**src/hdl/snpd_pkg.sv**
```systemverilog
package snpd_pkg;
  localparam int Entries = 16;
  localparam int IdxW = $clog2(Entries);
  localparam int NameW = 64;
  localparam int ProtoW = 32;
  localparam int PortW = 16;
  localparam logic [PortW-1:0] PortStart = 16'd2609;

  localparam logic [2:0] CmdAdd = 3'd0;
  localparam logic [2:0] CmdAlloc = 3'd1;
  localparam logic [2:0] CmdFindName = 3'd2;
  localparam logic [2:0] CmdFindPort = 3'd3;
  localparam logic [2:0] CmdRemove = 3'd4;

  localparam logic [2:0] StOk = 3'd0;
  localparam logic [2:0] StNameExists = 3'd1;
  localparam logic [2:0] StTableFull = 3'd2;
  localparam logic [2:0] StUnknownName = 3'd3;
  localparam logic [2:0] StUnknownPort = 3'd4;
  localparam logic [2:0] StUnknownReq = 3'd5;

  // Token that travels down the chain of cells.
  typedef struct packed {
    logic             valid;
    logic [2:0]       command;
    logic [NameW-1:0] name_key;
    logic [ProtoW-1:0] proto_tag;
    logic [PortW-1:0] port_number;
    logic             hit;
    logic             free_seen;
    logic [NameW-1:0] hit_name;
    logic [ProtoW-1:0] hit_proto;
    logic [PortW-1:0] hit_port;
  } snpd_tok_t;
endpackage

```
**src/hdl/snpd_cell.sv**
```systemverilog
module snpd_cell
  import snpd_pkg::*;
(
  input  logic      clk,
  input  logic      rst,
  input  logic      commit,
  input  logic      commit_add,
  input  snpd_tok_t tok_in,
  output snpd_tok_t tok_out
);
  logic              used;
  logic [NameW-1:0]  name;
  logic [ProtoW-1:0] proto;
  logic [PortW-1:0]  port;
  logic name_match, port_match, claim;
  snpd_tok_t tok_next;

  // Match against this cell's entry; an earlier hit takes precedence.
  always_comb begin
    name_match = used && (name == tok_in.name_key);
    port_match = used && (port == tok_in.port_number);
    claim = tok_in.valid && !used && !tok_in.free_seen &&
            (tok_in.command == CmdAdd || tok_in.command == CmdAlloc);
    tok_next = tok_in;
    if (tok_in.valid && !tok_in.hit) begin
      if ((tok_in.command == CmdFindPort) ? port_match : name_match) begin
        tok_next.hit = 1'b1;
        tok_next.hit_name = name;
        tok_next.hit_proto = proto;
        tok_next.hit_port = port;
      end
    end
    if (claim) tok_next.free_seen = 1'b1;
  end

  // Pending write or remove, applied once the final verdict is known.
  logic pend_add, pend_rm;
  always_ff @(posedge clk) begin
    if (rst) begin
      used <= 1'b0;
      pend_add <= 1'b0;
      pend_rm <= 1'b0;
      tok_out.valid <= 1'b0;
    end else begin
      tok_out <= tok_next;
      if (tok_in.valid) begin
        pend_add <= claim;
        pend_rm <= tok_in.command == CmdRemove && !tok_in.hit && name_match;
      end
      if (commit) begin
        if (pend_add && commit_add) begin
          used <= 1'b1;
        end
        if (pend_rm) used <= 1'b0;
        pend_add <= 1'b0;
        pend_rm <= 1'b0;
      end
    end
    if (tok_in.valid && claim) begin
      name <= tok_in.name_key;
      proto <= tok_in.proto_tag;
      port <= tok_in.port_number;
    end
  end
endmodule

```
**config.mk**
```make
export PLATFORM = sky130hd
export DESIGN_NAME = snpd_cell
export DESIGN_NICKNAME = d
export VERILOG_FILES = /design/src/hdl/snpd_pkg.sv /design/src/hdl/snpd_cell.sv
export SDC_FILE = /design/constraint.sdc
export NUM_CORES = 1
export LEC_CHECK = 0
export ABC_AREA = 1
export ABC_CLOCK_PERIOD_IN_PS = 17200
export BUFFER_PORTS_ARGS = -buffer_cell sky130_fd_sc_hd__buf_4
export CORE_MARGIN = 2
export CORE_UTILIZATION = 30
export CTS_CLUSTER_SIZE = 25
export DETAILED_ROUTE_END_ITERATION = 8
export REMOVE_ABC_BUFFERS = 1
export SYNTH_ARGS = -nofsm -noshare
export SYNTH_HDL_FRONTEND = slang
export SYNTH_SLANG_ARGS = --single-unit
```
**constraint.sdc**
```tcl
create_clock -name clk -period 17.2 [get_ports clk]
set_input_delay 1.72 -clock clk [delete_from_list [all_inputs] [get_ports clk]]
set_output_delay 1.72 -clock clk [all_outputs]
set_load 0.02 [all_outputs]
```
## After elaboration in Yosys (flattened, before gate mapping)

Index checks and enable logic that the tools add are counted.

| word-level totals | value |
|---|---|
| flip-flop bits (word level) | 345 |
| bits of input ports | 234 |
| output and inout bits | 230 |
| logic and storage cells | 46 |

| operators by class | value |
|---|---|
| eq/ne operators | 5 |
| mux-type cells | 7 |
| reductions and logical operators | 18 |

Operators by type and width:

| kind | number |
|---|---|
| 112-bit two-way mux | 2 |
| 64-bit equality test | 1 |
| 16-bit equality test | 1 |
| 1-bit logical AND | 10 |
| 1-bit two-way mux | 5 |
| 3-bit by 1-bit equality test with 1-bit output, second input constant | 1 |
| 3-bit by 2-bit equality test with 1-bit output, second input constant | 1 |
| 3-bit equality test, second input constant | 1 |
| 1-bit logical NOT | 3 |
| 3-bit logical NOT | 1 |
| 2-bit AND reduction | 1 |
| 2-bit nonzero test | 1 |
| 2-bit OR reduction | 1 |
| 1-bit logical OR | 1 |

## Logic depth before layout (Yosys ltp)

Gate-level depths: netlist (run 1).

| logic depth | value |
|---|---|
| word-level depth | 5 |
| mapped depth | 15 |
| gate-level depth less buffers | 13 |

## Worst setup path after synthesis (run 1)

No wires, ideal clock.

| timing path | value |
|---|---|
| path kind | in2reg |
| from | input port tok_in[228] (netlist name) |
| to | register tok_out[112] (netlist name), data pin |
| library setup time | 220 ps |
| arrival time | 13690 ps |
| data required time | 16980 ps |
| setup slack | 3289 ps |
| cell stages on the path | 2 |
| path buffers | 0 |
| cells stage by stage | nor4_1 -> or2_2 |

| between the ends | value |
|---|---|
| longest elaborated chain between the ends | 3 |
| elaborated cells on any way between the ends | 4 |
| those cells by class | eq/ne (1); reduce/logical (3) |

Ends and longest elaborated chain:

| item | line | source |
|---|---|---|
| start, declared | snpd_cell.sv:8 | `input snpd_tok_t tok_in,` |
| 3-bit by 1-bit equality test with 1-bit output or 3-bit logical NOT (tied branches) | snpd_cell.sv:23 | `(tok_in.command == CmdAdd \|\| tok_in.command == CmdAlloc);` |
| 1-bit logical OR (*) | snpd_cell.sv:23 |  |
| 1-bit logical AND (*) | snpd_cell.sv:22 | `claim = tok_in.valid && !used && !tok_in.free_seen &&` |
| end signal, assigned | snpd_cell.sv:45 | `tok_out <= tok_next;` |
| end, declared | snpd_cell.sv:9 | `output snpd_tok_t tok_out` |

Every way passes the cells marked *; elsewhere a longest branch is shown, timed or not.
A chain may end at the register's enable or synchronous reset.

==> results of run 1 <==
==> power by group through the flow <==
stage | Combinational, mW | Sequential [mW] | Clock [mW]
2_1_floorplan | 0.0353 | 1.08 | 0
5_1_grt | 0.242 | 1.00 | 0.830
3_3_place_gp | 0.228 | 1.01 | 0
3_5_place_dp | 0.230 | 1.01 | 0
4_1_cts | 0.230 | 0.996 | 0.800
6_report | 0.227 | 0.995 | 0.777
==> layout make-up <==
class / instances / area [um^2] / area share
timing repair buffer: 471 / 3540 / 0.190
multi-input combinational: 585 / 2550 / 0.137
antenna: 3 / 7.51 / 0.000402
inverter: 84 / 323 / 0.0173
tap: 592 / 741 / 0.0397
sequential: 345 / 10300 / 0.553
clock inverter: 18 / 113 / 0.00604
clock buffer: 50 / 1060 / 0.0568
==> worst max-delay path by stage <==
| stage | from | to | depth (start not counted) |
|---|---|---|---|
| 2_1_floorplan | tok_in[228] | tok_out[112] | 2 |
| 3_3_place_gp | tok_in[189] | tok_out[20] | 14 |
| 3_5_place_dp | tok_in[189] | tok_out[24] | 14 |
| 4_1_cts | tok_in[189] | tok_out[1] | 14 |
| 5_1_grt | tok_in[162] | tok_out[12] | 15 |
| 6_report | tok_in[163] | tok_out[1] | 14 |
==> synth_stat cells (2+ instances only) <==
library cell / count
inv_1: 83
nand2_1: 344
nand4_1: 3
xor2_1: 6
xnor2_1: 13
nor2_1: 56
buf_6: 8
buf_2: 3
or2_2: 3
buf_4: 9
o21ai_0: 22
clkbuf_1: 16
a21oi_1: 2
o22ai_1: 5
o21ai_1: 4
edfxtp_1: 341
a211oi_1: 2
nand3_1: 118
nor4_1: 3
dfxtp_1: 4
==> worst register-to-register path, cell delays in order, from the launching register on <==
cell and delay, ns:
edfxtp_1 0.42, nand2_1 0.11, o21ai_0 0.08, nor2_1 0.14
nand2_1 0.07, nor2_1 0.10, nand2_1 0.14, nor2_1 0.26
nand4_1 0.27, nand2_4 0.48, nand2_4 0.47, buf_4 0.50
nand2_1 0.25, nand2_1 0.06
==> state kept, by name (all words and copies together) (netlist names) <==
signal and cells:
tok_out 230, name 64, proto 32, port 16, pend_add 1, pend_rm 1
used 1
==> logic make-up (layout without fill, tap and decap cells) <==
logic type | after synthesis | count (layout) | synth area share
compound gates | 37 | 37 | 0.0151
xor+xnor | 19 | 19 | 0.0124
buf+inv | 120 | 623 | 0.0409
flops | 345 | 345 | 0.770
other cells | 0 | 3 | 0
simple gates | 529 | 529 | 0.161
==> metrics by stage <==
| step | util | power [mW] | cells | worst slack, ns |
|---|---|---|---|---|
| 2_1_floorplan | - | 1.11 | 1014 | 3.29 |
| 3_3_place_gp | 0.396 | 1.24 | 2077 | 12.02 |
| 3_5_place_dp | 0.396 | 1.24 | 2077 | 12.02 |
| 4_1_cts | 0.423 | 2.03 | 2145 | 12.61 |
| 5_1_grt | 0.423 | 2.07 | 2146 | 12.36 |
| 6_report | 0.423 | 2.00 | 2148 | 12.72 |
==> layer usage <==
| layer | vias up | wire length [um] | part of all wire |
|---|---|---|---|
| li1 | 4549 | - | - |
| met1 | 4469 | 15500 | 0.41 |
| met2 | 326 | 18600 | 0.49 |
| met3 | 58 | 2930 | 0.077 |
| met4 | 4 | 806 | 0.021 |
| met5 | - | 23 | 0.00061 |
==> summary.txt, run 1 <==
Outcome
  • Run status: complete, no violations

Setup path
  • Data arrival time of the critical path: 4.76 ns
  • Worst-path cell with the longest stage delay: buf_4
  • Required time worst endpoint: 17.49 ns
  • Worst path max stage delay: 0.50 ns
  • Number of cell instances on the worst register-to-register path: 13
  • CP Launch Type: input port
  • Critical path class: input port to flop
  • Worst Setup End Kind: flop
  • Crit Path Max Fanout: 66
  • Cell occurring most often along the worst timing path: nand2_1
  • FF-to-FF End: tok_out[1]
  • Critical path cell sequence: buf_4 > nand2_1 > o21ai_0 > nor2_1 > nand2_1 > nor2_1 > nand2_1 > nor2_1 > nand4_1 > nand2_4 > nand2_4 > buf_4 > nand2_1 > nand2_1
  • Cell family with most CP delay: simple AND/OR/NAND/NOR gates
  • Reg2reg start: name[47]
  • CP Buf/Inv Count: 2
  • Register-to-register setup slack: roughly 14 ns

Clock tree
  • Post-CTS Setup Repair Bufs: 0
  • H-tree Lvls: 2
  • Max Root-Sink Buffers: 3
  • CTS sink count: between 300 and 400
  • Reg clk slew, reported paths: roughly 0.06 ns
  • Insertion delay of the later-clocked pin in the worst-skew pair: approximately 0.54 ns
  • CTS resizes: 0
  • Num CTS Buffers: 39
  • Cell at the root of the clock tree: clkbuf_16
  • Clock tree from TritonCTS: yes
  • Number of buffers inserted by hold repair at cts: 0

Routing
  • Detailed Route Iter0 Violations: approximately 560
  • Average routed wire per standard cell: around 18 um
  • Final wirelength: between 30 and 40 mm
  • Number of antenna-violating nets in the routed design: 0
  • DRC violations left: 0
  • Vias after detailed routing: between 9000 and 10000
  • Average via count per standard cell: 4.38
  • DRT Pass-1 Iters: 5

Place
  • IO Port Bufs: roughly 460
  • Final RePlAce weighted congestion: about 0.77
  • HPWL reported at the end of detailed placement: roughly 27 mm
  • Post-place instance area: approximately 17000 um^2

Timing
  • Worst Skew: ~0.010 ns
  • Max-slew violations: 0
  • Tightest hold margin: around 0.47 ns
  • Fmax: around 220 MHz
  • Final period utilization: 0.260
  • Number of hold-slack violations in the final timing report: 0
  • Relative slew slack: 0.350
  • RSZ-0062 raised after global routing: no
  • Crit path time final: 4.48 ns
  • Sum Neg Setup Slack: 0 ns
  • Count of endpoints failing setup in the final report: 0
  • Worst Tran Pin Value: 0.975 ns

Pwr
  • Total net switching power: 0.473 mW
  • Clock network fraction of total power: 0.389
  • Cell-internal power: 1.53 mW
  • Maximum ir drop on the vdd rail: around 0.076 mV
  • PwrDens: around 110 nW/um^2
  • Leakage power summed over all cells: between 8 and 9 nW
  • Seq pwr share: 0.498
  • Part of the power in combinational logic: 0.113
  • Switching portion of total power: 0.236

Die
  • Std cell rows: 77
  • Starting Density: 0.304
  • Overall die height: around 220 um
  • Area inside the core boundary: about 44000 um^2
  • Horiz. Die Dim: approximately 220 um
  • Overall die area: around 46000 um^2
  • I/O pin count: about 460

Cells and area
  • Most frequent cells in the layout: 471 x buf_4, 343 x nand2_1, 341 x edfxtp_1
  • Number of inserted filler cells in the final layout: about 4200
  • Final std cell area, no fill: 18700 um^2
  • Final net count: 1760
  • Most frequent standard cell in the layout excluding fill and tap cells: buf_4
  • Layout-stage area growth over the synthesis result: 39.2%
  • Fraction of layout instances using a drive strength above 1: 0.342

Global route
  • Number of antenna violations at the first check in global routing: 4
  • Number of global-route vias before repair: about 9600
  • Overall global routing resource usage: 0.160
  • Layer with the highest usage after global routing: met2
  • Grt met2 use: 0.266
  • Global-route met3 utilization: 0.0476
  • Wire length of the first global-routing pass: about 57 mm
  • Maximum number of pins on one net before global-route repair: around 110
  • GRT met1 Usage: 0.199
  • Total congestion overflow: 0

Synthesis
  • Top cell type's share of synthesized area: 0.764
  • Count of different cell masters after synthesis: 25
  • Mapped Cells: around 1100
  • Seq cells post-synth: between 300 and 400
  • Biggest area consumer among synthesized cells: edfxtp_1
  • Post-synthesis sequential area ratio: 0.770
  • Synth Flop Type: edfxtp_1
  • Syn avg cell area: ~13 um^2
  • Summed instance area of the synthesized netlist: roughly 13000 um^2
  • Number of warnings issued by yosys: 0
  • Post-synth EDFFs: 341
  • Ys async rst share: 0
  • Top cells by area, synth: edfxtp_1 76%, nand2_1 9.6%, nand3_1 4.4%, inv_1 2.3%, nor2_1 1.6%

Min path
  • Endpoint, Worst Hold: pend_rm
  • Startpoint of the lowest-slack hold path: pend_rm
  • Worst hold path stage count: 2
  • HP Class: flop to flop

Job
  • Count of maximum capacitance violations: 0
No activity file was read; power rests on OpenSTA's default activity.
==> run 2: changes to the inputs <==
ABC_CLOCK_PERIOD_IN_PS = 4690   (was 17200)
clock period = 4.69 ns   (was 17.2 ns; I/O delays follow)
==> run 2 against run 1 <==
Setup slack worse by 12 ns. Worst hold slack worse by 0.37 ns. Non-clock buffer count increased by 2. Wire length increased by 1.2%. Final cell count rose by 0.14%. First-iteration DRC count shrank 6.8%. Clock skew increased by 0.0087 ns. Clock-buffer cell count fell by 4.
==> summary.txt, run 2 (same netlist as run 1, synthesis figures left out) <==
Setup path
  • Cell family with most CP delay: simple AND/OR/NAND/NOR gates
  • Critical path class: flop to flop
  • Crit Path Max Fanout: 57 (-14%)
  • Worst-path cell with the longest stage delay: buf_4
  • CP Launch Type: flop
  • Cell occurring most often along the worst timing path: nand2_1
  • Data arrival time of the critical path: 3.95 ns (-0.81 ns)
  • Worst Setup End Kind: flop
  • Required time worst endpoint: 5.11 ns (-12.38 ns)
  • Worst path max stage delay: 0.65 ns (+0.15 ns)
  • CP Buf/Inv Count: 2 (unchanged)
  • Critical path cell sequence: nand2_1 > nand2_1 > nor2_1 > nand2_1 > nor2_1 > nand2_1 > nor2_1 > nand4_1 > nand2_4 > buf_4 > buf_4 > nand3_1 > nand2_1

Pwr
  • Part of the power in combinational logic: 0.110 (-0.003)
  • Leakage power summed over all cells: 8.06 nW (+0.69%)
  • Cell-internal power: 5.76 mW (+280%)
  • Clock network fraction of total power: 0.406 (+0.017)
  • Seq pwr share: 0.484 (-0.014)
  • PwrDens: 402 nW/um^2 (+280%)
  • Total net switching power: 1.78 mW (+280%)
  • Maximum ir drop on the vdd rail: 0.286 mV (+270%)
  • Switching portion of total power: 0.236 (-0.000561)

Cells and area
  • Fraction of layout instances using a drive strength above 1: 0.345 (+0.00317)
  • Final net count: 1762 (+0.11%)
  • Top register by number of flip-flops: tok_out
  • Largest registers: tok_out: 230 flops, name: 64 flops, proto: 32 flops
  • Ant. Diodes: 0 (-3)
  • Non-filler instance count after layout: 2151 (+0.14%)
  • Final std cell area, no fill: 18800 um^2 (+0.56%)
  • Most frequent cells in the layout: 473 x buf_4, 343 x nand2_1, 341 x edfxtp_1
  • Number of flip-flops under the largest register name: 230 (unchanged)
  • Most frequent standard cell in the layout excluding fill and tap cells: buf_4
  • Layout-stage area growth over the synthesis result: 40.0%

Routing
  • DRC violations left: 0 (unchanged)
  • Final wirelength: 38.3 mm (+1.2%)
  • Average via count per standard cell: 4.41 (+0.71%)
  • Vias after detailed routing: 9486 (+0.85%)
  • Number of antenna-violating nets in the routed design: 0 (unchanged)
  • DRT Pass-1 Iters: 5 (unchanged)
  • Average routed wire per standard cell: 17.8 um (+1.1%)
  • Detailed Route Iter0 Violations: 520 (-6.8%)

Clock tree
  • Post-CTS Setup Repair Bufs: 0 (unchanged)
  • Clock tree from TritonCTS: yes
  • Reg clk slew, reported paths: 0.06 ns (about the same)
  • CTS sink count: 345 (unchanged)
  • Num CTS Buffers: 39 (unchanged)
  • Number of buffers inserted by hold repair at cts: 0 (unchanged)
  • Max Root-Sink Buffers: 3 (unchanged)
  • Cell at the root of the clock tree: clkbuf_16
  • H-tree Lvls: 2 (unchanged)
  • CTS resizes: 0 (unchanged)
  • Insertion delay of the later-clocked pin in the worst-skew pair: 0.55 ns (about the same)

Place
  • Setup Slack @ Placement: 0.886 ns (-11.13 ns)
  • Final RePlAce weighted congestion: 0.759 (-1.3%)
  • IO Port Bufs: 463 (unchanged)
  • HPWL reported at the end of detailed placement: 27.3 mm (+2.1%)
  • Placed instance count: 2079 (+0.096%)
  • Post-place instance area: 17500 um^2 (about the same)

Timing
  • Worst Skew: 0.0190 ns (+0.00870 ns)
  • Fmax: ~280 MHz
  • Max-slew violations: 0 (unchanged)
  • Post-route setup slack: 1.16 ns (-11.56 ns)
  • Count of endpoints failing setup in the final report: 0 (unchanged)
  • Crit path time final: roughly 3.5 ns
  • Final period utilization: 0.753
  • RSZ-0062 raised after global routing: no
  • Sum Neg Setup Slack: 0 ns (unchanged)
  • Number of hold-slack violations in the final timing report: 0 (unchanged)
  • Worst Tran Pin Value: 0.965 ns (-0.00980 ns)
  • Relative slew slack: 0.356 (+0.00653)

Global route
  • Number of global-route vias before repair: 9625 (+0.77%)
  • Number of antenna violations at the first check in global routing: 1 (-3)
  • Maximum number of pins on one net before global-route repair: 103 (-8.0%)
  • Wire length of the first global-routing pass: 57.2 mm (+0.51%)
  • Total congestion overflow: 0 (unchanged)
  • Overall global routing resource usage: 0.161 (+0.00141)

Die
  • Starting Density: 0.304 (unchanged)
  • Overall die height: 215 um (unchanged)
  • Horiz. Die Dim: 215 um (unchanged)
  • I/O pin count: 464 (unchanged)
  • Area inside the core boundary: 44100 um^2 (unchanged)
  • Overall die area: 46400 um^2 (unchanged)
  • Std cell rows: 77 (unchanged)

Min path
  • HP Class: input port to flop

Job
  • Count of maximum capacitance violations: 0 (unchanged)

Outcome
  • Run status: complete, no violations
[run 2: cell count changes in the layout (fill, tap and decap cells not counted), moves of 2 or more]
cell / change
clkbuf_1: -2
inv_6: +3
bufinv_16: +4
clkbuf_16: -2
buf_4: +2
diode_2: -3
[run 2: worst paths after layout]
kind | start | end | slack (ns) | depth (start not counted)
max | name[17] | tok_out[3] | 1.16 | 13
min | tok_in[135] | tok_out[135] | 0.10 | 1
max reg2reg | name[17] | tok_out[3] | 1.16 | 13
min reg2reg | pend_rm | used | 0.47 | 1
[run 2: through the flow]
stage	util	total power [mW]	hold slack [ns]
2_1_floorplan	-	4.07	0.421
3_3_place_gp	0.396	4.55	0.430
3_5_place_dp	0.396	4.56	0.458
4_1_cts	0.425	7.64	0.0673
5_1_grt	0.425	7.81	0.0683
6_report	0.425	7.54	0.103
[run 2: area by class of cell]
type | instances | area [um^2]
fill | 4203 | 25400
inverter | 84 | 323
timing repair buffer | 473 | 3550
tap | 592 | 741
clock inverter | 26 | 267
multi-input combinational | 585 | 2550
sequential | 345 | 10300
clock buffer | 46 | 1000
[run 2: power groups by stage]
| stage | clock network [mW] | registers, mW | logic, mW |
|---|---|---|---|
| 4_1_cts | 3.14 | 3.65 | 0.845 |
| 2_1_floorplan | 0 | 3.94 | 0.130 |
| 3_5_place_dp | 0 | 3.72 | 0.844 |
| 3_3_place_gp | 0 | 3.71 | 0.837 |
| 6_report | 3.06 | 3.65 | 0.832 |
| 5_1_grt | 3.25 | 3.67 | 0.889 |
[run 2: worst register-to-register path, cell delays in order (launching register included)]
cell      delay, ns
edfxtp_1       0.43
nand2_1        0.10
nand2_1        0.05
nor2_1         0.18
nand2_1        0.08
nor2_1         0.12
nand2_1        0.06
nor2_1         0.39
nand4_1        0.26
nand2_4        0.13
buf_4          0.52
buf_4          0.73
nand3_1        0.24
nand2_1        0.12
[run 2: per-layer routing]
| metal | GRT usage | vias to the layer above | part of all wire | wire [um] |
|---|---|---|---|---|
| li1 | - | 4559 | - | - |
| met2 | 0.273 | 326 | 0.49 | 18900 |
| met5 | 0 | - | 0.00042 | 16 |
| met4 | 0.0451 | 2 | 0.021 | 811 |
| met3 | 0.0546 | 49 | 0.077 | 2970 |
| met1 | 0.195 | 4550 | 0.41 | 15600 |
